**src/design/ouks_pkg.sv**
```systemverilog
// ----------------------------------------------------------------------------
// ouks_pkg
// Shared types, sizes and codes for the ordered unique key set.
// ----------------------------------------------------------------------------
package ouks_pkg;

    // Store sizing
    localparam int CAPACITY = 64;
    localparam int KEY_BITS = 32;

    // Fixed field widths of the request and result
    localparam int KIND_W  = 3;
    localparam int KEY_W   = 32;
    localparam int POS_W   = 6;
    localparam int WHERE_W = 6;
    localparam int TOTAL_W = 7;
    localparam int STS_W   = 2;

    // Derived widths
    localparam int ADDR_W = (CAPACITY > 1) ? $clog2(CAPACITY) : 1;
    localparam int CNT_W  = $clog2(CAPACITY + 1);
    localparam int WIDE_W = (CNT_W > TOTAL_W) ? CNT_W : TOTAL_W;
    localparam int KEXT_W = (KEY_BITS > KEY_W) ? KEY_BITS : KEY_W;

    // Request kinds
    localparam logic [KIND_W-1:0] KIND_PUSH     = 3'd0;
    localparam logic [KIND_W-1:0] KIND_FIND     = 3'd1;
    localparam logic [KIND_W-1:0] KIND_DROP_AT  = 3'd2;
    localparam logic [KIND_W-1:0] KIND_DROP_KEY = 3'd3;
    localparam logic [KIND_W-1:0] KIND_CLEAR    = 3'd4;

    // Result status codes
    localparam logic [STS_W-1:0] STS_OK      = 2'd0;
    localparam logic [STS_W-1:0] STS_MISSING = 2'd1;
    localparam logic [STS_W-1:0] STS_FULL    = 2'd2;
    localparam logic [STS_W-1:0] STS_RANGE   = 2'd3;

    typedef enum logic [1:0] {
        S_IDLE,
        S_SCAN,
        S_SHIFT,
        S_DONE
    } t_state;

    typedef struct packed {
        logic [KIND_W-1:0] kind;
        logic [KEY_W-1:0]  key;
        logic [POS_W-1:0]  position;
    } t_in_item;

    typedef struct packed {
        logic               found;
        logic [WHERE_W-1:0] where_index;
        logic [TOTAL_W-1:0] entry_total;
        logic [STS_W-1:0]   status;
    } t_out_item;

    // Controller to store: one write port, one read port
    typedef struct packed {
        logic                we;
        logic [ADDR_W-1:0]   waddr;
        logic [KEY_BITS-1:0] wdata;
        logic [ADDR_W-1:0]   raddr;
    } t_mem_req;

    // Count or index to the position field width (masked)
    function automatic logic [WHERE_W-1:0] to_where(input logic [CNT_W-1:0] v);
        logic [WIDE_W-1:0] tmp;
        tmp = WIDE_W'(v);
        return tmp[WHERE_W-1:0];
    endfunction

    // Count to the total field width (masked)
    function automatic logic [TOTAL_W-1:0] to_total(input logic [CNT_W-1:0] v);
        logic [WIDE_W-1:0] tmp;
        tmp = WIDE_W'(v);
        return tmp[TOTAL_W-1:0];
    endfunction

endpackage

```
**src/design/ouks_store.sv**
```systemverilog
// ----------------------------------------------------------------------------
// ouks_store
// Key store: one synchronous write port, one read port with registered data.
// ----------------------------------------------------------------------------
module ouks_store (
    input  logic                          i_clk,
    input  ouks_pkg::t_mem_req            i_req,
    output logic [ouks_pkg::KEY_BITS-1:0] o_rd_data
);
    import ouks_pkg::*;

    logic [KEY_BITS-1:0] r_mem [CAPACITY];
    logic [KEY_BITS-1:0] r_rd_data;

    // Write and registered read
    always_ff @(posedge i_clk) begin
        if (i_req.we) begin
            r_mem[i_req.waddr] <= i_req.wdata;
        end
        r_rd_data <= r_mem[i_req.raddr];
    end

    assign o_rd_data = r_rd_data;

endmodule

```
**src/design/ouks_ctrl.sv**
```systemverilog
// ----------------------------------------------------------------------------
// ouks_ctrl
// Sequencer: scans the store for a key, shifts entries down on removal and
// commits the entry count when the result is handed over.
// ----------------------------------------------------------------------------
module ouks_ctrl (
    input  logic                          i_clk,
    input  logic                          i_rst_n,
    input  logic                          i_in_valid,
    output logic                          o_in_ready,
    input  ouks_pkg::t_in_item            i_in_data,
    output logic                          o_res_valid,
    input  logic                          i_res_ready,
    output ouks_pkg::t_out_item           o_res,
    output ouks_pkg::t_mem_req            o_mem_req,
    input  logic [ouks_pkg::KEY_BITS-1:0] i_rd_data
);
    import ouks_pkg::*;

    t_state              r_state, n_state;
    logic [KIND_W-1:0]   r_kind, n_kind;
    logic [KEY_BITS-1:0] r_key, n_key;
    logic [CNT_W-1:0]    r_count, n_count;
    logic [CNT_W-1:0]    r_lim, n_lim;
    logic [CNT_W-1:0]    r_issue, n_issue;
    logic                r_pend, n_pend;
    logic [CNT_W-1:0]    r_pend_idx, n_pend_idx;
    logic                r_found, n_found;
    logic [CNT_W-1:0]    r_where, n_where;
    logic [STS_W-1:0]    r_status, n_status;

    logic                accept;
    logic                pos_ok;
    logic [WIDE_W-1:0]   pos_wide;
    logic [KEXT_W-1:0]   key_ext;
    logic                issue_more;
    logic                scan_hit;
    logic                scan_miss;
    logic                shift_end;
    logic [CNT_W-1:0]    prev_idx;
    logic [CNT_W-1:0]    count_after;

    assign accept     = i_in_valid && (r_state == S_IDLE);
    assign pos_wide   = WIDE_W'(i_in_data.position);
    assign pos_ok     = pos_wide < WIDE_W'(r_count);
    assign key_ext    = KEXT_W'(i_in_data.key);
    assign issue_more = r_issue < r_lim;
    assign scan_hit   = r_pend && (i_rd_data == r_key);
    assign scan_miss  = !issue_more && !scan_hit;
    assign shift_end  = !issue_more && !r_pend;
    assign prev_idx   = r_pend_idx - 1'b1;

    // Entry count once this request is committed
    always_comb begin
        count_after = r_count;
        case (r_kind) inside
            KIND_PUSH: begin
                if (r_status == STS_OK && !r_found) begin
                    count_after = r_count + 1'b1;
                end
            end
            KIND_DROP_AT, KIND_DROP_KEY: begin
                if (r_status == STS_OK) begin
                    count_after = r_count - 1'b1;
                end
            end
            KIND_CLEAR: count_after = '0;
            default:    count_after = r_count;
        endcase
    end

    // Next state
    always_comb begin
        n_state = r_state;
        unique case (r_state)
            S_IDLE: begin
                if (i_in_valid) begin
                    unique case (i_in_data.kind) inside
                        KIND_PUSH, KIND_FIND, KIND_DROP_KEY: n_state = S_SCAN;
                        KIND_DROP_AT: n_state = pos_ok ? S_SHIFT : S_DONE;
                        default:      n_state = S_DONE;
                    endcase
                end
            end
            S_SCAN: begin
                if (scan_hit) begin
                    n_state = (r_kind == KIND_DROP_KEY) ? S_SHIFT : S_DONE;
                end else if (scan_miss) begin
                    n_state = S_DONE;
                end
            end
            S_SHIFT: begin
                if (shift_end) begin
                    n_state = S_DONE;
                end
            end
            S_DONE: begin
                if (i_res_ready) begin
                    n_state = S_IDLE;
                end
            end
            default: n_state = S_IDLE;
        endcase
    end

    // Datapath, memory requests and outputs
    always_comb begin
        n_kind     = r_kind;
        n_key      = r_key;
        n_count    = r_count;
        n_lim      = r_lim;
        n_issue    = r_issue;
        n_pend     = 1'b0;
        n_pend_idx = r_pend_idx;
        n_found    = r_found;
        n_where    = r_where;
        n_status   = r_status;

        o_mem_req.we    = 1'b0;
        o_mem_req.waddr = prev_idx[ADDR_W-1:0];
        o_mem_req.wdata = i_rd_data;
        o_mem_req.raddr = r_issue[ADDR_W-1:0];

        o_in_ready        = (r_state == S_IDLE);
        o_res_valid       = (r_state == S_DONE);
        o_res.found       = r_found;
        o_res.where_index = to_where(r_where);
        o_res.entry_total = to_total(count_after);
        o_res.status      = r_status;

        unique case (r_state)
            S_IDLE: begin
                if (accept) begin
                    n_kind   = i_in_data.kind;
                    n_key    = key_ext[KEY_BITS-1:0];
                    n_found  = 1'b0;
                    n_where  = '0;
                    n_status = STS_OK;
                    n_issue  = '0;
                    n_lim    = r_count;
                    if (i_in_data.kind == KIND_DROP_AT) begin
                        if (pos_ok) begin
                            n_where = CNT_W'(pos_wide);
                            n_issue = CNT_W'(pos_wide + 1'b1);
                        end else begin
                            n_status = STS_RANGE;
                        end
                    end
                end
            end
            S_SCAN: begin
                // One read issued per cycle, compared in the next cycle
                if (issue_more) begin
                    n_issue    = r_issue + 1'b1;
                    n_pend     = 1'b1;
                    n_pend_idx = r_issue;
                end
                if (scan_hit) begin
                    n_found = 1'b1;
                    n_where = r_pend_idx;
                    n_pend  = 1'b0;
                    n_issue = r_pend_idx + 1'b1;
                end else if (scan_miss) begin
                    if (r_kind == KIND_PUSH) begin
                        if (r_count >= CNT_W'(CAPACITY)) begin
                            n_status = STS_FULL;
                        end else begin
                            n_where = r_count;
                        end
                    end else begin
                        n_status = STS_MISSING;
                    end
                end
            end
            S_SHIFT: begin
                // Read entry i, write it back at i-1 in the next cycle
                if (issue_more) begin
                    n_issue    = r_issue + 1'b1;
                    n_pend     = 1'b1;
                    n_pend_idx = r_issue;
                end
                if (r_pend) begin
                    o_mem_req.we = 1'b1;
                end
            end
            S_DONE: begin
                if (i_res_ready) begin
                    n_count = count_after;
                    if (r_kind == KIND_PUSH && r_status == STS_OK && !r_found) begin
                        o_mem_req.we    = 1'b1;
                        o_mem_req.waddr = r_count[ADDR_W-1:0];
                        o_mem_req.wdata = r_key;
                    end
                end
            end
            default: begin
                n_pend = 1'b0;
            end
        endcase
    end

    // Control registers
    always_ff @(posedge i_clk) begin
        if (!i_rst_n) begin
            r_state <= S_IDLE;
            r_count <= '0;
            r_pend  <= 1'b0;
        end else begin
            r_state <= n_state;
            r_count <= n_count;
            r_pend  <= n_pend;
        end
    end

    // Payload registers
    always_ff @(posedge i_clk) begin
        r_kind     <= n_kind;
        r_key      <= n_key;
        r_lim      <= n_lim;
        r_issue    <= n_issue;
        r_pend_idx <= n_pend_idx;
        r_found    <= n_found;
        r_where    <= n_where;
        r_status   <= n_status;
    end

endmodule

```
**src/design/ordered_unique_key_set.sv**
```systemverilog
// ----------------------------------------------------------------------------
// ordered_unique_key_set
// Insertion-ordered set of unique keys in a fixed store with compaction.
// ----------------------------------------------------------------------------
// Usage:
//   Requests enter on i_in_valid / o_in_ready with i_in_data (kind, key,
//   position); each request gives exactly one result on o_out_valid /
//   i_out_ready with o_out_data (found, where_index, entry_total, status).
//   Requests are handled one at a time.
// Flow, with n the entry count and p the position or hit index:
//   push, find and remove-key scan the store from index 0 up to a hit at p
//   or, on a miss, to entry n - 1; remove-key then shifts the tail above p
//   down by one; remove-at shifts the tail above p down the same way;
//   out-of-range remove-at, clear and unused kinds go straight to the result.
//   Scan and shift make one store read per cycle; the controller is ready
//   for the next request in the cycle after it hands a result over.
// Reset clears the entry count and all handshake state; store contents are
//   not cleared and no clearing pass is needed.
// When the receiver stalls, the result waits in the output register and one
//   more request is taken and worked; it then holds until the register frees.
// ----------------------------------------------------------------------------
module ordered_unique_key_set (
    input  logic                 i_clk,
    input  logic                 i_rst_n,
    input  logic                 i_in_valid,
    output logic                 o_in_ready,
    input  ouks_pkg::t_in_item   i_in_data,
    output logic                 o_out_valid,
    input  logic                 i_out_ready,
    output ouks_pkg::t_out_item  o_out_data
);
    import ouks_pkg::*;

    t_mem_req            mem_req;
    logic [KEY_BITS-1:0] rd_data;
    logic                res_valid;
    logic                res_ready;
    t_out_item           res;

    logic                r_out_valid;
    t_out_item           r_out_data;

    ouks_ctrl u_ctrl (
        .i_clk       (i_clk),
        .i_rst_n     (i_rst_n),
        .i_in_valid  (i_in_valid),
        .o_in_ready  (o_in_ready),
        .i_in_data   (i_in_data),
        .o_res_valid (res_valid),
        .i_res_ready (res_ready),
        .o_res       (res),
        .o_mem_req   (mem_req),
        .i_rd_data   (rd_data)
    );

    ouks_store u_store (
        .i_clk     (i_clk),
        .i_req     (mem_req),
        .o_rd_data (rd_data)
    );

    // Output register: free when empty or being taken
    assign res_ready = !r_out_valid || i_out_ready;

    always_ff @(posedge i_clk) begin
        if (!i_rst_n) begin
            r_out_valid <= 1'b0;
        end else if (res_valid && res_ready) begin
            r_out_valid <= 1'b1;
        end else if (i_out_ready) begin
            r_out_valid <= 1'b0;
        end
    end

    always_ff @(posedge i_clk) begin
        if (res_valid && res_ready) begin
            r_out_data <= res;
        end
    end

    assign o_out_valid = r_out_valid;
    assign o_out_data  = r_out_data;

endmodule

```
**config.mk**
```make
export PLATFORM = sky130hd
export DESIGN_NAME = ordered_unique_key_set
export DESIGN_NICKNAME = d
export VERILOG_FILES = /design/src/design/ouks_pkg.sv /design/src/design/ouks_store.sv /design/src/design/ouks_ctrl.sv /design/src/design/ordered_unique_key_set.sv
export SDC_FILE = /design/constraint.sdc
export NUM_CORES = 2
export LEC_CHECK = 0
export BUFFER_PORTS_ARGS = -buffer_cell sky130_fd_sc_hd__buf_2
export CAP_MARGIN = 20
export CORE_ASPECT_RATIO = 1.5
export CORE_UTILIZATION = 60
export CTS_CLUSTER_SIZE = 40
export DETAILED_ROUTE_END_ITERATION = 8
export PLACE_DENSITY = 0.76
export SLEW_MARGIN = 20
export SYNTH_ARGS = -nofsm -noshare
export SYNTH_HDL_FRONTEND = slang
export SYNTH_SLANG_ARGS = --single-unit
export TNS_END_PERCENT = 1
```
**constraint.sdc**
```tcl
create_clock -name i_clk -period 5.6 [get_ports i_clk]
set_input_delay 0.56 -clock i_clk [delete_from_list [all_inputs] [get_ports i_clk]]
set_output_delay 0.56 -clock i_clk [all_outputs]
set_load 0.1 [all_outputs]
```
After elaboration in Yosys (flattened, before gate mapping) --
Memory sizes are Yosys's and may differ from the RTL's. A register that Yosys moved wholly into a read port is not among the register bits. Cells that the tools add are included.
Word-level totals: flip-flop bits (word level) 92, latch bits 0, memory bits (writable) 2048, bits in read-only memories 0, bits of input ports 45, output and inout port bits 18, word-level logic and storage cells 130, memories kept 1
Operators by class: add/subtract/negate cells 6, multiply operators 0, divide/modulo/power cells 0, magnitude comparators 3, equality and inequality tests 21, shift-type cells 0, multiplexer cells 51, bitwise gates (word level) 0, reduce and logical (&&, ||, !) cells 32
Memories:
- u_store.r_mem | depth 64, bits a word 32, rd ports 1, clocked after Yosys merged registers in 1, wr ports 1, line ouks_store.sv:12 | logic [KEY_BITS-1:0] r_mem [CAPACITY];
Operator list (count):
- $mux W39 | 2
- $mux W7 | 10
- $mux W6 | 7
- $mux W38 | 1
- $eq A32 B32 Y1 | 1
- $mux W2 | 12
- $add A7 B1 Y7 const B | 3
- $pmux W7 S3 | 1
- $eq A3 B2 Y1 const B | 4
- $pmux W6 S2 | 1
- $mux W1 | 11
- $ne A2 B1 Y1 const B | 5
- $reduce_and A5 Y1 | 2
- $logic_and A1 B1 Y1 | 8
- $pmux W2 S2 | 2
- $pmux W2 S4 | 1
- $reduce_and A2 Y1 | 4
- $add A6 B1 Y7 const B | 1
- $ge A7 B7 Y1 const B | 1
- $lt A6 B7 Y1 | 1
- $lt A7 B7 Y1 | 1
- $sub A7 B1 Y7 const B | 1
- $logic_not A3 Y1 | 2
- $ne A3 B1 Y1 const B | 2
- other kinds (18) | 29

Longest topological paths before layout --
depth in word-level cells 8, gate-level depth with buffers 9, depth with buffers taken out 8

Modules after synthesis --
Synthesis repeated with hierarchy kept, for this count alone.
Unflattened totals: cells, all modules 3776, area total of the unflattened synthesis 83769.1 µm²
Modules (own cells, without submodules):
- ouks_store | instances 1, cells each 3324, area an instance 78515.3 µm², seq. area each 62139.6 µm²
- ouks_ctrl | instances 1, cells each 431, area an instance 4715.8 µm², seq. area each 2152.1 µm²
- ordered_unique_key_set | instances 1, cells each 21, area an instance 538.0 µm², seq. area each 500.5 µm²

Worst setup path after synthesis --
No wires, ideal clock.
path kind flip-flop to flip-flop, from register r_out_valid (netlist: o_out_valid), to memory u_store.r_mem[0][15] (data pin), setup time 702 ps, arrival 4454 ps, data required time 4898 ps, slack 444 ps, stages on the path, launching flop included 7, path buffers 3, period minus slack after synthesis 5156 ps, cell sequence dfxtp_1 > nand2b_1 > and4_1 > clkbuf_1 > buf_2 > clkbuf_1 > o21ai_0
RTL lines:
- start: declaration | line ordered_unique_key_set.sv:40 | logic r_out_valid;
- start signal: assignment | line ordered_unique_key_set.sv:67 | r_out_valid <= 1'b0;
- start signal: assignment | line ordered_unique_key_set.sv:69 | r_out_valid <= 1'b1;
- start signal: assignment | line ordered_unique_key_set.sv:71 | r_out_valid <= 1'b0;
- end: declaration | line ouks_store.sv:12

Worst setup path after layout --
from register u_ctrl.r_found, to memory u_store.r_mem[33][31], enable pin
Between the ends: cells in the longest elaborated chain, start to end 7, elaborated cells between the ends (all ways) 8, classes of those cells 6 x mux; 2 x reduce/logical
Ends and longest elaborated chain:
- start: declaration | line ouks_ctrl.sv:28 | logic r_found, n_found;
- start signal: assignment | line ouks_ctrl.sv:222 | r_found <= n_found;
- $logic_not A1 Y1 * | line ouks_ctrl.sv:189 | if (r_kind == KIND_PUSH && r_status == STS_OK && !r_found) begin
- $logic_and A1 B1 Y1 * | line ouks_ctrl.sv:189
- $mux W39 * | line ouks_ctrl.sv:189
- $mux W39 * | line ouks_ctrl.sv:187 | if (i_res_ready) begin
- $pmux W1 S2 | line ouks_ctrl.sv:131 | unique case (r_state)
- $mux W1 | line ouks_store.sv:17 | if (i_req.we) begin
- $mux W1 (implied by the code) | line ouks_store.sv:18 | r_mem[i_req.waddr] <= i_req.wdata;
Every way passes the cells marked *; elsewhere a longest branch is shown, timed or not.

==> impl_metrics.env <==
export IMPL_root_buffer="clkbuf_16"
export IMPL_antenna_found_initial=4
export IMPL_relSlewSlack_pct=22.1
export IMPL_met3_usage_pct=4.07
export IMPL_gr_total_overflow=0
export IMPL_synthArstFlopShare_pct=0
export IMPL_io_buffers=62
export IMPL_status="complete, no violations"
export IMPL_vias=39500
export IMPL_mostFrequentLayoutCells="edfxtp_1, mux4_2, clkbuf_16, nand2_1, buf_4"
export IMPL_clk_pin_slew_ns=0.07
export IMPL_worstPathMaxFanout=21
export IMPL_swShare_pct=31.0
export IMPL_grt_usage_pct=28.1
export IMPL_wirelength_mm=197
export IMPL_wl_per_cell_um=33.8
export IMPL_cts_tree="built"
export IMPL_hold_end="u_ctrl.r_key[2]$_DFFE_PP_"
export IMPL_fin_crit_sh_pct=82.1
export IMPL_hold_viol_final=0
export IMPL_first_iter_violations=5133
export IMPL_power_internal_mw=33.0
export IMPL_path_cells="nor3_2, nand4_2, o21ai_0, nand2_1, nor2_4, buf_4"
export IMPL_post_route_min_period_ns=4.60
export IMPL_slowest_delay_ns=0.97
export IMPL_ys_warn_count=0
export IMPL_grt_busiest_layer="met2"
export IMPL_io_pins=63
export IMPL_p_comb_share_pct=29.4
export IMPL_yosysSeqAreaShare_pct=77.6
export IMPL_setup_tns_ns=0
export IMPL_cp_end_kind="flop"
export IMPL_rsz0062_at_grt="false"
export IMPL_crit_required_ns=6.12
export IMPL_cts_buffers=186
export IMPL_crit_reg2reg_launch="u_ctrl.r_found$_DFFE_PP_"
export IMPL_final_max_slew_viol_count=0
export IMPL_final_common_cell="edfxtp_1"
export IMPL_seqPwrFrac_pct=43.8
export IMPL_met1_usage_pct=36.8
export IMPL_rrSetupSlack_ns=1.00
export IMPL_clock_fmax_mhz=217
export IMPL_grt_pass1_wl_mm=280
export IMPL_slowest_stage="nor2_4"
export IMPL_start_util_pct=60.5
export IMPL_cts_setup_buffers=0
export IMPL_dieArea_um2=141000
export IMPL_hold_start="i_in_data[8]"
export IMPL_synthFlopType="edfxtp_1"
export IMPL_clockBufferDepth=3
export IMPL_setup_violations=0
export IMPL_final_antenna_net_count=0
export IMPL_nFillCells=8119
export IMPL_power_leakage_nw=29.0
export IMPL_die_h_um=459
export IMPL_gp_congestion=0.903
export IMPL_clock_latency_ns=0.83
export IMPL_start_kind="flop"
export IMPL_placeableCoreArea_um2=138000
export IMPL_grtUsageMet2_pct=48.4
export IMPL_fin_util_pct=67.6
export IMPL_max_vdd_ir_drop_uv=417
export IMPL_drc=0
export IMPL_max_cap_violations=0
export IMPL_viasPerCell=6.80
export IMPL_h_tree_depth=4
export IMPL_arrival_ns=5.12
export IMPL_powerDensity_nw_per_um2=511
export IMPL_area_growth_pct=11.9
export IMPL_synth_seq_cells=2172
export IMPL_skew_ns=0.0254
export IMPL_p_clk_share_pct=26.7
export IMPL_reg2reg_depth=6
export IMPL_synth_cell_type_count=64
export IMPL_syn_cell_area_um2=83500
export IMPL_synth_cells=3587
export IMPL_worstMarginPinSlew_ns=1.17
export IMPL_min_delay_path_class="in -> reg"
export IMPL_p_switching_mw=14.8
export IMPL_hold_depth=1
export IMPL_rows=167
export IMPL_synth_edf_count=2129
export IMPL_first_pass_iters=6
export IMPL_grt_max_degree=110
export IMPL_reg2reg_to="u_store.r_mem[33][31]$_DFFE_PP_"
export IMPL_worstSetupPathType="reg -> reg"
export IMPL_final_nets=3861
export IMPL_dp_hpwl_mm=111
export IMPL_syn_area_per_cell_um2=23.3
export IMPL_grt_pass1_vias=39700
export IMPL_drive_gt1_share_pct=30.2
export IMPL_synth_nets=3653
export IMPL_clkSinkCount=2172
export IMPL_die_w_um=307
[through the flow]
stage / std cells / worst slack (ns) / cell area (um^2) / hold slack (ns) / power (mW)
CTS: 5802 / 1.14 / 93200 / 0.0166 / 47.8
global placement: 5428 / 1.31 / 86900 / 0.401 / 34.9
global route: 5811 / 0.740 / 93400 / 0.0435 / 49.0
detailed placement: 5428 / 1.18 / 86900 / 0.407 / 35.1
floorplan: 3587 / 0.444 / 83500 / 0.400 / 30.3
finish: 5811 / 1.00 / 93400 / 0.0782 / 47.7
[worst max-delay path: cells and delay by family, from the launching register on]
family | cells | cell delay (ns)
AO/OA/AOI/OAI | 1 | 0.50
flip-flops | 1 | 0.42
buffers and inverters | 1 | 0.38
AND/OR/NAND/NOR | 4 | 2.97
[what timing repair did]
| item | CTS | global route |
|---|---|---|
| endpoints found under the hold margin | 30 | 0 |
| hold buffers | 30 | 0 |
| resized for setup | 0 | 0 |
[layout make-up]
class / instances / area, um^2 / area share [%]
inverters: 30 / 113 / 0.121
clock buffers: 242 / 5060 / 5.42
well taps: 1859 / 2330 / 2.49
repair buffers: 202 / 1750 / 1.87
flip-flops and latches: 2172 / 64800 / 69.4
clock inverters: 102 / 905 / 0.968
diodes: 1 / 2.50 / 0.00268
multi-input cells: 1203 / 18500 / 19.8
[routing by layer]
layer  share of wire [%]  vias to the layer above
met5              0.0066                        -
met4                 3.9                        2
met3                 7.8                      426
met2                  53                     2289
met1                  35                    21100
li1                    -                    15700
[logic make-up (layout without fill, tap and decap cells)]
kind of cell,count (synthesis),count (layout),share of synthesized area [%]
flip-flops,2172,2172,77.6
AO/OA/AOI/OAI,157,157,1.37
multiplexers,655,655,17.4
buffers and inverters,212,576,1.09
XOR/XNOR,42,42,0.440
AND/OR/NAND/NOR,328,328,1.75
other,0,1,0
adder cells (fa/ha/maj),21,21,0.315
[worst max path at each step]
stage	start	cells after the start	to	slack (ns)
floorplan	o_out_valid$_SDFFE_PN0P_	6	u_store.r_mem[0][15]$_DFFE_PP_	0.44
global placement	u_ctrl.r_status[1]$_DFFE_PP_	6	u_store.r_mem[35][26]$_DFFE_PP_	1.31
detailed placement	u_ctrl.r_status[1]$_DFFE_PP_	6	u_store.r_mem[32][8]$_DFFE_PP_	1.18
CTS	u_ctrl.r_status[1]$_DFFE_PP_	6	u_store.r_mem[34][15]$_DFFE_PP_	1.14
global route	u_ctrl.r_found$_DFFE_PP_	6	u_store.r_mem[34][15]$_DFFE_PP_	0.74
finish	u_ctrl.r_found$_DFFE_PP_	6	u_store.r_mem[33][31]$_DFFE_PP_	1.00
[synth_stat cells (3+ instances only)]
master,instances,area share [%]
o31ai_1,5,0.045
and3_1,5,0.037
or3_1,7,0.052
nor3b_1,4,0.036
mux2i_1,9,0.11
mux4_2,640,17
nor2b_1,3,0.022
a31oi_1,3,0.022
and2_1,3,0.022
nand2b_1,10,0.075
dfxtp_1,43,1.0
nand3_1,11,0.066
a21boi_0,10,0.090
clkbuf_1,104,0.47
and4_1,3,0.031
nor2_1,89,0.40
a22o_1,3,0.031
buf_1,20,0.090
nand4_1,15,0.11
a21oi_1,12,0.072
mux2_2,6,0.081
buf_2,48,0.29
ha_1,21,0.31
xnor2_1,31,0.33
edfxtp_1,2129,77
a22oi_1,64,0.58
o21ai_0,18,0.11
xor2_1,11,0.12
nand2_1,162,0.73
o22ai_1,3,0.022
inv_1,30,0.13
a21o_1,9,0.081
buf_4,5,0.045
o221ai_1,7,0.073
buf_6,5,0.067
[registers in the layout, summed over array words and instances, names as in the netlist, 2 cells and up]
signal,cells
u_ctrl.r_issue,7
u_ctrl.r_state,2
u_ctrl.r_kind,3
u_ctrl.r_lim,7
u_store.r_mem,2048
o_out_data,16
u_ctrl.r_key,32
u_ctrl.r_where,6
u_ctrl.r_pend_idx,7
u_ctrl.r_count,7
u_store.o_rd_data,32
u_ctrl.r_status,2
[power groups by stage]
stage	Clock (mW)	Combinational (mW)	Sequential, mW
floorplan	0	9.02	21.3
global placement	0	13.6	21.2
detailed placement	0	13.9	21.3
CTS	12.8	14.0	20.9
global route	13.4	14.7	20.9
finish	12.8	14.0	20.9
Note: power is estimated with default switching activity, not from simulation.
